### config.mk
export PLATFORM = sky130hd
export DESIGN_NAME = adjacency_matrix_bfs_order_unit_flat
export DESIGN_NICKNAME = d
export VERILOG_FILES = /design/src/rtl/ambfs_pkg.sv /design/src/rtl/ambfs_if.sv /design/src/rtl/adjacency_matrix_bfs_order_unit.sv /design/src/rtl/ambfs_ctrl.sv /design/src/rtl/ambfs_dp.sv /design/src/flat_wrapper.sv
export SDC_FILE = /design/constraint.sdc
export NUM_CORES = 1
export LEC_CHECK = 0
export ABC_AREA = 1
export BUFFER_PORTS_ARGS = -buffer_cell sky130_fd_sc_hd__clkbuf_2
export CORE_MARGIN = 8
export CORE_UTILIZATION = 55
export CTS_BUF_LIST = sky130_fd_sc_hd__clkbuf_4
export CTS_CLUSTER_DIAMETER = 200
export DETAILED_ROUTE_END_ITERATION = 12
export MAX_ROUTING_LAYER = met4
export PLACE_DENSITY = 0.78
export SYNTH_ARGS = -nofsm -noshare
export SYNTH_HDL_FRONTEND = slang
export SYNTH_SLANG_ARGS = --single-unit
### constraint.sdc
create_clock -name clock -period 2.3 [get_ports clock]
set_input_delay 0.23 -clock clock [delete_from_list [all_inputs] [get_ports clock]]
set_output_delay 0.23 -clock clock [all_outputs]
set_load 0.03 [all_outputs]
### src/rtl/ambfs_pkg.sv
`timescale 1ns / 1ps

package ambfs_pkg;

   // Widths fixed by the register map and the item fields
   localparam int VERTEX_WIDTH    = 3;
   localparam int ROW_COUNT       = 8;
   localparam int ROW_WIDTH       = 8;
   localparam int ROW_INDEX_WIDTH = 3;
   localparam int CSR_INDEX_WIDTH = 4;

   typedef logic [VERTEX_WIDTH-1:0]    vertex_type;
   typedef logic [ROW_WIDTH-1:0]       row_type;
   typedef logic [CSR_INDEX_WIDTH-1:0] csr_index_type;

   // Controller to datapath
   typedef struct packed {
      logic start;   // load start vertex, clear marks
      logic deq;     // pop queue head, fetch its fresh neighbours
      logic enq;     // push lowest fresh neighbour
      logic emit;    // load the output register
   } dp_cmd_type;

   // Datapath to controller
   typedef struct packed {
      logic start_ok;
      logic fresh_empty;
      logic queue_empty;
   } dp_status_type;

endpackage

### src/rtl/ambfs_if.sv
`timescale 1ns / 1ps

interface ambfs_req_if;
   import ambfs_pkg::*;
   logic       valid;
   logic       ready;
   vertex_type start_vertex;

   modport source (output valid, output start_vertex, input ready);
   modport sink   (input valid, input start_vertex, output ready);
endinterface

interface ambfs_rsp_if;
   import ambfs_pkg::*;
   logic       valid;
   logic       ready;
   vertex_type visited_vertex;
   logic       last_of_walk;

   modport source (output valid, output visited_vertex, output last_of_walk, input ready);
   modport sink   (input valid, input visited_vertex, input last_of_walk, output ready);
endinterface

### src/rtl/adjacency_matrix_bfs_order_unit.sv
`timescale 1ns / 1ps

// Breadth-first walk over a graph of up to eight vertices whose edges sit in eight
// row registers (csr_index 0..7, bit i of row r is an edge r->i; other indexes are
// ignored). Each request names a start vertex; the block answers with one response
// per reachable vertex in visit order, the final one with last_of_walk set. A start
// at or above VERTEX_COUNT is taken and produces nothing. For each vertex reached the walk
// pops it from the pending queue, then pushes its fresh neighbours one at a time,
// lowest index first, through the single push port, and emits the vertex once none
// is left and the output register is free; the next request is taken once the last
// response has been loaded into the output register, even if it has not been taken.

module adjacency_matrix_bfs_order_unit #(
   parameter int VERTEX_COUNT = 8
) (
   input  logic                     clock,
   input  logic                     reset,
   ambfs_req_if.sink                req_bus,
   ambfs_rsp_if.source              rsp_bus,
   input  logic                     csr_write_enable,
   input  ambfs_pkg::csr_index_type csr_index,
   input  ambfs_pkg::row_type       csr_write_data
);
   import ambfs_pkg::*;

   dp_cmd_type    cmd;
   dp_status_type status;

   ambfs_ctrl u_ctrl (
      .clock     (clock),
      .reset     (reset),
      .req_valid (req_bus.valid),
      .req_ready (req_bus.ready),
      .rsp_valid (rsp_bus.valid),
      .rsp_ready (rsp_bus.ready),
      .status    (status),
      .cmd       (cmd)
   );

   ambfs_dp #(
      .VERTEX_COUNT (VERTEX_COUNT)
   ) u_dp (
      .clock              (clock),
      .reset              (reset),
      .csr_write_enable   (csr_write_enable),
      .csr_index          (csr_index),
      .csr_write_data     (csr_write_data),
      .req_start_vertex   (req_bus.start_vertex),
      .rsp_visited_vertex (rsp_bus.visited_vertex),
      .rsp_last_of_walk   (rsp_bus.last_of_walk),
      .cmd                (cmd),
      .status             (status)
   );

endmodule

### src/rtl/ambfs_ctrl.sv
`timescale 1ns / 1ps

module ambfs_ctrl (
   input  logic                    clock,
   input  logic                    reset,
   input  logic                    req_valid,
   output logic                    req_ready,
   output logic                    rsp_valid,
   input  logic                    rsp_ready,
   input  ambfs_pkg::dp_status_type status,
   output ambfs_pkg::dp_cmd_type    cmd
);
   import ambfs_pkg::*;

   typedef enum logic [1:0] {
      ST_IDLE,
      ST_DEQ,
      ST_ENQ
   } state_type;

   state_type state_ff;
   logic      rsp_valid_ff;
   logic      out_free;

   assign out_free  = !rsp_valid_ff || rsp_ready;
   assign req_ready = (state_ff == ST_IDLE);
   assign rsp_valid = rsp_valid_ff;

   always_comb begin
      cmd = '0;
      case (state_ff)
         ST_IDLE: begin
            cmd.start = req_valid && status.start_ok;
         end
         ST_DEQ: begin
            cmd.deq = 1'b1;
         end
         ST_ENQ: begin
            cmd.enq  = !status.fresh_empty;
            cmd.emit = status.fresh_empty && out_free;
         end
         default: begin
            cmd = '0;
         end
      endcase
   end

   always_ff @(posedge clock) begin
      if (reset) begin
         state_ff     <= ST_IDLE;
         rsp_valid_ff <= 1'b0;
      end else begin
         if (cmd.emit) begin
            rsp_valid_ff <= 1'b1;
         end else if (rsp_ready) begin
            rsp_valid_ff <= 1'b0;
         end
         case (state_ff)
            ST_IDLE: begin
               // an out-of-range start is dropped without a walk
               if (cmd.start) state_ff <= ST_DEQ;
            end
            ST_DEQ: begin
               state_ff <= ST_ENQ;
            end
            ST_ENQ: begin
               if (cmd.emit) state_ff <= status.queue_empty ? ST_IDLE : ST_DEQ;
            end
            default: begin
               state_ff <= ST_IDLE;
            end
         endcase
      end
   end

endmodule

### src/rtl/ambfs_dp.sv
`timescale 1ns / 1ps

module ambfs_dp #(
   parameter int VERTEX_COUNT = 8
) (
   input  logic                      clock,
   input  logic                      reset,
   input  logic                      csr_write_enable,
   input  ambfs_pkg::csr_index_type  csr_index,
   input  ambfs_pkg::row_type        csr_write_data,
   input  ambfs_pkg::vertex_type     req_start_vertex,
   output ambfs_pkg::vertex_type     rsp_visited_vertex,
   output logic                      rsp_last_of_walk,
   input  ambfs_pkg::dp_cmd_type     cmd,
   output ambfs_pkg::dp_status_type  status
);
   import ambfs_pkg::*;

   localparam int QW = (VERTEX_COUNT > 1) ? $clog2(VERTEX_COUNT) : 1;
   localparam int CW = $clog2(VERTEX_COUNT + 1);
   localparam logic [VERTEX_WIDTH:0] VERTEX_LIMIT = (VERTEX_WIDTH + 1)'(VERTEX_COUNT);
   localparam logic [CW-1:0]         CNT_ONE      = CW'(1);

   row_type                   rows_ff [ROW_COUNT];
   vertex_type                queue_ff [VERTEX_COUNT];
   logic [VERTEX_COUNT-1:0]   visited_ff;
   logic [VERTEX_COUNT-1:0]   fresh_ff;
   logic [CW-1:0]             head_ff;
   logic [CW-1:0]             tail_ff;
   vertex_type                cur_ff;
   vertex_type                rsp_vertex_ff;
   logic                      rsp_last_ff;

   vertex_type                head_vertex;
   logic [VERTEX_COUNT-1:0]   pick_onehot;
   vertex_type                pick_index;

   assign head_vertex = queue_ff[head_ff[QW-1:0]];
   // lowest set bit of the fresh mask
   assign pick_onehot = fresh_ff & (~fresh_ff + {{(VERTEX_COUNT-1){1'b0}}, 1'b1});

   always_comb begin
      pick_index = '0;
      for (int i = 0; i < VERTEX_COUNT; i++) begin
         if (pick_onehot[i]) pick_index = VERTEX_WIDTH'(i);
      end
   end

   assign status.start_ok    = ({1'b0, req_start_vertex} < VERTEX_LIMIT);
   assign status.fresh_empty = (fresh_ff == '0);
   assign status.queue_empty = (head_ff == tail_ff);

   assign rsp_visited_vertex = rsp_vertex_ff;
   assign rsp_last_of_walk   = rsp_last_ff;

   always_ff @(posedge clock) begin
      if (reset) begin
         for (int r = 0; r < ROW_COUNT; r++) rows_ff[r] <= '0;
      end else if (csr_write_enable && (csr_index < CSR_INDEX_WIDTH'(ROW_COUNT))) begin
         rows_ff[csr_index[ROW_INDEX_WIDTH-1:0]] <= csr_write_data;
      end
   end

   always_ff @(posedge clock) begin
      if (reset) begin
         visited_ff <= '0;
         fresh_ff   <= '0;
         head_ff    <= '0;
         tail_ff    <= '0;
      end else begin
         if (cmd.start) begin
            visited_ff <= {{(VERTEX_COUNT-1){1'b0}}, 1'b1} << req_start_vertex;
            fresh_ff   <= '0;
            head_ff    <= '0;
            tail_ff    <= CNT_ONE;
         end
         if (cmd.deq) begin
            fresh_ff <= rows_ff[head_vertex][VERTEX_COUNT-1:0] & ~visited_ff;
            head_ff  <= head_ff + CNT_ONE;
         end
         if (cmd.enq) begin
            visited_ff <= visited_ff | pick_onehot;
            fresh_ff   <= fresh_ff & ~pick_onehot;
            tail_ff    <= tail_ff + CNT_ONE;
         end
      end
   end

   // payload registers, no reset
   always_ff @(posedge clock) begin
      if (cmd.start) queue_ff[0] <= req_start_vertex;
      if (cmd.enq)   queue_ff[tail_ff[QW-1:0]] <= pick_index;
      if (cmd.deq)   cur_ff <= head_vertex;
      if (cmd.emit) begin
         rsp_vertex_ff <= cur_ff;
         rsp_last_ff   <= (head_ff == tail_ff);
      end
   end

endmodule

### src/flat_wrapper.sv
// flat-port wrapper written by rule: the top's interface ports become plain ports
module adjacency_matrix_bfs_order_unit_flat import ambfs_pkg::*;
#(
   parameter int VERTEX_COUNT = 8
)
  (clock, reset, csr_write_enable, csr_index, csr_write_data, req_bus_valid, req_bus_start_vertex, req_bus_ready, rsp_bus_valid, rsp_bus_visited_vertex, rsp_bus_last_of_walk, rsp_bus_ready);
  ambfs_req_if req_bus_i ();
  ambfs_rsp_if rsp_bus_i ();
  input  logic clock;
  input  logic reset;
  input  logic csr_write_enable;
  input  ambfs_pkg::csr_index_type csr_index;
  input  ambfs_pkg::row_type csr_write_data;
  input wire logic [$bits(req_bus_i.valid)-1:0] req_bus_valid;
  input wire logic [$bits(req_bus_i.start_vertex)-1:0] req_bus_start_vertex;
  output wire logic [$bits(req_bus_i.ready)-1:0] req_bus_ready;
  output wire logic [$bits(rsp_bus_i.valid)-1:0] rsp_bus_valid;
  output wire logic [$bits(rsp_bus_i.visited_vertex)-1:0] rsp_bus_visited_vertex;
  output wire logic [$bits(rsp_bus_i.last_of_walk)-1:0] rsp_bus_last_of_walk;
  input wire logic [$bits(rsp_bus_i.ready)-1:0] rsp_bus_ready;
  assign req_bus_i.valid = req_bus_valid;
  assign req_bus_i.start_vertex = req_bus_start_vertex;
  assign req_bus_ready = req_bus_i.ready;
  assign rsp_bus_valid = rsp_bus_i.valid;
  assign rsp_bus_visited_vertex = rsp_bus_i.visited_vertex;
  assign rsp_bus_last_of_walk = rsp_bus_i.last_of_walk;
  assign rsp_bus_i.ready = rsp_bus_ready;
  adjacency_matrix_bfs_order_unit #(.VERTEX_COUNT(VERTEX_COUNT)) u_core (.clock(clock), .reset(reset), .req_bus(req_bus_i), .rsp_bus(rsp_bus_i), .csr_write_enable(csr_write_enable), .csr_index(csr_index), .csr_write_data(csr_write_data));
endmodule
---- Word level (Yosys, flattened, before mapping) ----
Memory sizes are Yosys's and may differ from the RTL's. A register that Yosys moved wholly into a read port is not among the register bits.
Cells that the tools add are included.
storage, ports and cells
  output and inout port bits .............. 6
  memories ................................ 2
  RAM bits ................................ 88
  input port bits ......................... 20
  word-level logic and storage cells ...... 84
  bits in registers ....................... 34
cells by class
  $lt $le $gt $ge ......................... 1
  muxes and demuxes ....................... 42
  reductions and logical operators ........ 14
  equal/unequal tests ..................... 5
  shift-type cells ........................ 1
  add/sub/neg operators ................... 3
  bitwise logic cells ..................... 7
memory list
  name                  words  width  rd ports  clocked after Yosys merged registers in  wr ports  RTL line        text
  u_core.u_dp.rows_ff   8      8      1         0                                        8         ambfs_dp.sv:24  row_type rows_ff [ROW_COUNT];
  u_core.u_dp.queue_ff  8      3      1         1                                        1         ambfs_dp.sv:25  vertex_type queue_ff [VERTEX_COUNT];
operators by type and width
  kind                                                                    number
  8-bit two-way mux                                                       6
  3-bit two-way mux                                                       11
  8-bit AND                                                               3
  8-bit NOT                                                               3
  1-bit two-way mux                                                       17
  4-bit two-way mux                                                       4
  4-bit by 1-bit adder with 4-bit output (second input constant)          2
  8-bit by 1-bit adder with 8-bit output (second input constant)          1
  8-bit zero test                                                         1
  8-bit OR                                                                1
  8-bit OR reduction                                                      1
  1-bit by 3-bit left shift with 8-bit output (first input constant)      1
  2-bit two-way mux                                                       3
  2-bit one-hot mux with 3 select lines                                   1
  2-bit nonzero test                                                      3
  4-bit equality test                                                     1
  4-bit less-than comparator (second input constant)                      1
  2-bit by 1-bit != test with 1-bit output (second input constant)        2
  3-bit nonzero test                                                      1
  3-bit OR reduction                                                      1
  2-bit by 1-bit equality test with 1-bit output (second input constant)  1
  2-bit equality test (second input constant)                             1
  1-bit logical AND                                                       2
  1-bit zero test                                                         2
  other kinds (3)                                                         3

---- Longest topological paths before layout ----
  depth in word-level cells ............... 11
  mapped depth ............................ 12
  mapped depth without buffers ............ 10

---- Modules after synthesis ----
Synthesis repeated with hierarchy kept, for this count alone.
unflattened totals
  cell total of the unflattened synthesis .. 651
  area total of the unflattened synthesis .. 5936.9 sq um
by module, submodules not included
  module      sequential area each (sq um)  area each (sq um)  instances  cells an instance
  ambfs_dp    3393.3                        5778.0             1          627
  ambfs_ctrl  60.1                          158.9              1          24

---- Least setup slack after synthesis ----
No wires, ideal clock.
  path type ............................... register to register
  from .................................... register u_core.u_ctrl.state_ff[0]
  to ...................................... memory u_core.u_dp.queue_ff[0][0] (netlist name), enable pin
  setup slack ............................. 0.483 ns
  clock period less this slack ............ 1.817 ns
  arrival ................................. 1.472 ns
  setup time .............................. 0.345 ns
  data required time ...................... 1.955 ns
  stages on the path, launching flop included .. 6
  buffers on the path ..................... 0
  path through ............................ dfxtp_1 > nor2_1 > nand2_1 > nand2_2 > inv_1 > nor3_1
on the way
  elaborated cells between the ends (all ways) .. 11
  those cells by class .................... 1 x eq/ne; 8 x mux; 2 x reduce/logical
RTL lines
  what                                     RTL line            text
  from (decl)                              ambfs_ctrl.sv:21    state_type state_ff;
  from (signal assigned)                   ambfs_ctrl.sv:67    if (cmd.emit) state_ff <= status.queue_empty ? ST_IDLE : ST_DEQ;
  2-bit zero test                          --
  named net req_bus_ready                  flat_wrapper.sv:16  output wire logic [$bits(req_bus_i.ready)-1:0] req_bus_ready;
  1-bit two-way mux                        ambfs_ctrl.sv:31    case (state_ff)
  1-bit two-way mux                        ambfs_dp.sv:91      if (cmd.start) queue_ff[0] <= req_start_vertex;
  1-bit two-way mux (not written as such)  ambfs_dp.sv:91
  1-bit two-way mux (no line)              --
  to (decl)                                ambfs_dp.sv:25
The timed path passes the listed nets, and every way through them passes these cells.

---- Final worst setup path ----
  from .................................... register u_core.u_dp.fresh_ff[0]
  to ...................................... memory u_core.u_dp.queue_ff[0][1] (netlist name), enable pin
on the way
  cells in the longest elaborated chain, start to end .. 7
  elaborated cells between the ends (all ways) .. 8
  those cells by class .................... 5 x mux; 3 x reduce/logical
RTL lines
  what                                                                     RTL line          text
  from (decl)                                                              ambfs_dp.sv:27    logic [VERTEX_COUNT-1:0] fresh_ff;
  from (signal assigned)                                                   ambfs_dp.sv:78    fresh_ff <= rows_ff[head_vertex][VERTEX_COUNT-1:0] & ~visited_ff;
  from (signal assigned)                                                   ambfs_dp.sv:83    fresh_ff <= fresh_ff & ~pick_onehot;
  8-bit zero test (*)                                                      ambfs_dp.sv:50    assign status.fresh_empty = (fresh_ff == '0);
  1-bit zero test (*)                                                      ambfs_ctrl.sv:39  cmd.enq = !status.fresh_empty;
  2-bit two-way mux (*)                                                    ambfs_ctrl.sv:31
  1-bit two-way mux (*)                                                    ambfs_dp.sv:92    if (cmd.enq) queue_ff[tail_ff[QW-1:0]] <= pick_index;
  1-bit two-way mux (not written as such) (*)                              ambfs_dp.sv:92
  3-bit OR reduction (no line)                                             --
  3-bit two-way mux (no line) / 1-bit two-way mux (equally long branches)  --
Mark *: on every way between the ends. The rest lies on a longest branch, timed or not.

==> flow_summary.json <==
{
  "fin_util": 0.6249,
  "grt_setup_unrepaired": "false",
  "start_util": 0.5679,
  "insertedDiodeCount": 0,
  "grt_pass1_wl_um": 21360,
  "grt_pass1_vias": 4422,
  "dr_total_vias": 4512,
  "synth_edf_count": 95,
  "hold_path_class": "in -> reg",
  "yosysSeqAreaShare": 0.5890,
  "cts.repair.resized": 0,
  "place.gp.congestion": 0.9482,
  "reg2reg_depth": 5,
  "wl_um": 13340,
  "hold_depth": 3,
  "critPathMaxStageDelay_ns": 0.42,
  "async_reset_ff_frac": 0,
  "synth.avg_cell_area_um2": 9.219,
  "yosys-top-cells-count": "nor2_1 (109), nand2_1 (108), edfxtp_1 (95)",
  "syn-cell-area_mm2": 0.005863,
  "firstDrtPassIters": 5,
  "cts_root_buf": "clkbuf_4",
  "fill_cells": 860,
  "fmax_mhz": 488.1,
  "hold_path_end": "u_core.u_dp.tail_ff[1]$_SDFFE_PP0P_",
  "vias_per_cell": 5.476,
  "area_delta_synth_final_pct": 10.03,
  "synth_warnings": 0,
  "yosys.area.top_type_share": 0.4866,
  "coreArea_mm2": 0.01032,
  "synth.largest_area_cell": "edfxtp_1",
  "fin_crit_sh": 0.8908,
  "start_kind": "register",
  "timing.max_cap.violations": 0,
  "grt_max_degree": 34,
  "top_level_ports": 26,
  "r2r-end": "u_core.u_dp.queue_ff[0][1]$_DFFE_PP_",
  "critPathMaxFanout": 14,
  "synth_fp_nets": 658,
  "die_area_mm2": 0.01422,
  "clk_latency_ns": 0.55,
  "max_slew_margin": 0.5526,
  "syn-instance-count": 636,
  "crit_chain": "nor3_2 -> nand2_2 -> o21ai_4 -> nor2_1 -> nor3_1",
  "drive_gt1_frac": 0.1279,
  "required_ns": 2.51,
  "ant_nets": 0,
  "antenna_found_initial": 0,
  "final_hold_viol_count": 0,
  "cts-htree-levels": 4,
  "drc": 0,
  "setup_viol": 0,
  "grt-ovfl-total": 0,
  "leakagePower_nw": 2.710,
  "tightest_slew_ns": 0.6711,
  "path_delay_family": "simple AND/OR/NAND/NOR gates",
  "track_usage": 0.2001,
  "cts_tree": "built",
  "pwr_density_cell_mw_per_mm2": 771.3,
  "yosys_most_used_dff": "edfxtp_1",
  "timing.rr.start": "u_core.u_dp.fresh_ff[0]$_SDFFE_PP0P_",
  "clockBufferDepth": 2,
  "synth-seq-cells": 125,
  "ir_drop_v": 0.0004371,
  "die_height_um": 119.3,
  "fin_setup_tns_ns": 0,
  "finalPower_mw": 4.976,
  "cp.buffers_inverters": 0,
  "post-synth-top-count-cell": "nor2_1",
  "arrival_ns": 2.26,
  "drt-initial-drc-count": 397,
  "path_class": "reg -> reg",
  "maxSlewViolCount": 0,
  "period_needed_ns": 2.049,
  "outcome": "completed",
  "chipWidth_um": 119.3,
  "end_kind": "register",
  "clock_skew_ns": 0.01585,
  "clkTransAtPathRegs_ns": 0.12,
  "yosys-top-cells-area": "edfxtp_1 (49%), dfxtp_1 (10%), nor2_1 (7.0%), nand2_1 (6.9%), nand3_1 (6.9%)",
  "crit_slowest_cell": "nor3_1",
  "dp.final_hpwl_um": 9476,
  "cts_sinks": 125,
  "avgRoutedWirePerCell_um": 16.19,
  "num_rows": 37,
  "portBuffers": 25,
  "rrSetupSlack_ns": 0.25,
  "synthDistinctLibCells": 38,
  "numCtsBuffers": 17,
  "nets": 697,
  "hold_start": "reset"
}
[metrics by stage]
| stage | setup WS [ns] | std cells | instance area (um2) | hold slack [ns] |
|---|---|---|---|---|
| finish | 0.2511 | 824 | 6451 | 0.1291 |
| global route | 0.1235 | 824 | 6451 | 0.1025 |
| CTS | 0.2692 | 824 | 6451 | 0.09444 |
| detailed placement | 0.2844 | 788 | 6125 | 0.4061 |
| global placement | 0.4085 | 788 | 6125 | 0.4044 |
| floorplan | 0.4831 | 636 | 5863 | 0.3080 |
[report_power, final]
group	leakage [nW]	switching (mW)	total, mW	internal (mW)
clock network	0.156	0.811	1.56	0.746
logic	1.42	0.565	0.812	0.247
registers	1.14	0.0541	2.61	2.55
total	2.71	1.43	4.98	3.55
[cell usage in the layout (no fill, tap or decap), types with 2 or more instances in the layout]
cell type	n
dfxtp_1	30
clkinv_2	7
a211oi_1	4
ha_1	2
a31o_2	2
a21oi_1	24
o21ai_0	9
nand2_4	2
nand2_1	108
nor3_1	4
inv_1	84
clkbuf_4	18
clkinvlp_4	2
buf_4	10
edfxtp_1	95
bufinv_16	3
nand2_2	3
nor2_1	109
nand3_4	2
inv_2	5
nor4_1	3
dlygate4sd3_1	4
nand3_2	4
o31ai_1	2
nand3b_1	25
nand3_1	81
nand4_1	4
clkbuf_2	25
xor2_1	4
clkinv_1	3
[state kept, by name, summed over array words and instances, names as in the netlist, 2 cells and up, named ones only]
signal	count
u_core.u_dp.fresh_ff	8
u_core.u_dp.visited_ff	8
u_core.u_dp.head_ff	4
u_core.u_dp.cur_ff	3
u_core.u_ctrl.state_ff	2
u_core.u_dp.rows_ff	64
u_core.u_dp.rsp_visited_vertex	3
u_core.u_dp.queue_ff	24
u_core.u_dp.tail_ff	4
[tightest hold or removal path, stage by stage]
cell and delay (ns):
clkbuf_2 0.09, buf_4 0.26, a21oi_1 0.06
[per-layer routing]
layer	global-route usage	part of all wire	wire, um
met1	0.2263	0.43	5690
met2	0.3063	0.47	6277
met3	0.06613	0.063	846
met4	0.1154	0.040	529
met5	-	0	0
[repair_timing]
action	4_1_cts	5_1_grt
endpoints found under the hold margin	6	0
buffers inserted	0	0
hold buffers	4	0
[how the worst max path moves through the flow]
stage | start | to | depth (start not counted)
floorplan | u_core.u_ctrl.state_ff[0]$_SDFFE_PP0P_ | u_core.u_dp.queue_ff[0][0]$_DFFE_PP_ | 5
global placement | u_core.u_dp.fresh_ff[0]$_SDFFE_PP0P_ | u_core.u_dp.queue_ff[0][1]$_DFFE_PP_ | 5
detailed placement | u_core.u_dp.fresh_ff[0]$_SDFFE_PP0P_ | u_core.u_dp.queue_ff[0][1]$_DFFE_PP_ | 5
CTS | u_core.u_dp.fresh_ff[0]$_SDFFE_PP0P_ | u_core.u_dp.queue_ff[0][1]$_DFFE_PP_ | 5
global route | u_core.u_dp.fresh_ff[0]$_SDFFE_PP0P_ | u_core.u_dp.queue_ff[0][1]$_DFFE_PP_ | 5
finish | u_core.u_dp.fresh_ff[0]$_SDFFE_PP0P_ | u_core.u_dp.queue_ff[0][1]$_DFFE_PP_ | 5
[kinds of logic (layout without fill, tap and decap cells)]
| kind of cell | count (synthesis) | in the layout | share of synthesized area |
|---|---|---|---|
| xor+xnor | 4 | 4 | 0.005975 |
| buf+inv | 110 | 162 | 0.07703 |
| flops | 125 | 125 | 0.5890 |
| fa+ha+maj | 2 | 2 | 0.004267 |
| compound gates | 46 | 46 | 0.04695 |
| simple gates | 349 | 349 | 0.2768 |
[final cells by class]
class | instances | area (um2) | area share
flip-flops and latches | 125 | 3453 | 0.5353
multi-input cells | 401 | 1958 | 0.3035
inverters | 91 | 342.8 | 0.05314
repair buffers | 39 | 240.2 | 0.03724
well taps | 136 | 170.2 | 0.02638
clock inverters | 14 | 151.4 | 0.02347
clock buffers | 18 | 135.1 | 0.02095
Power figures use the tool's default switching activity.
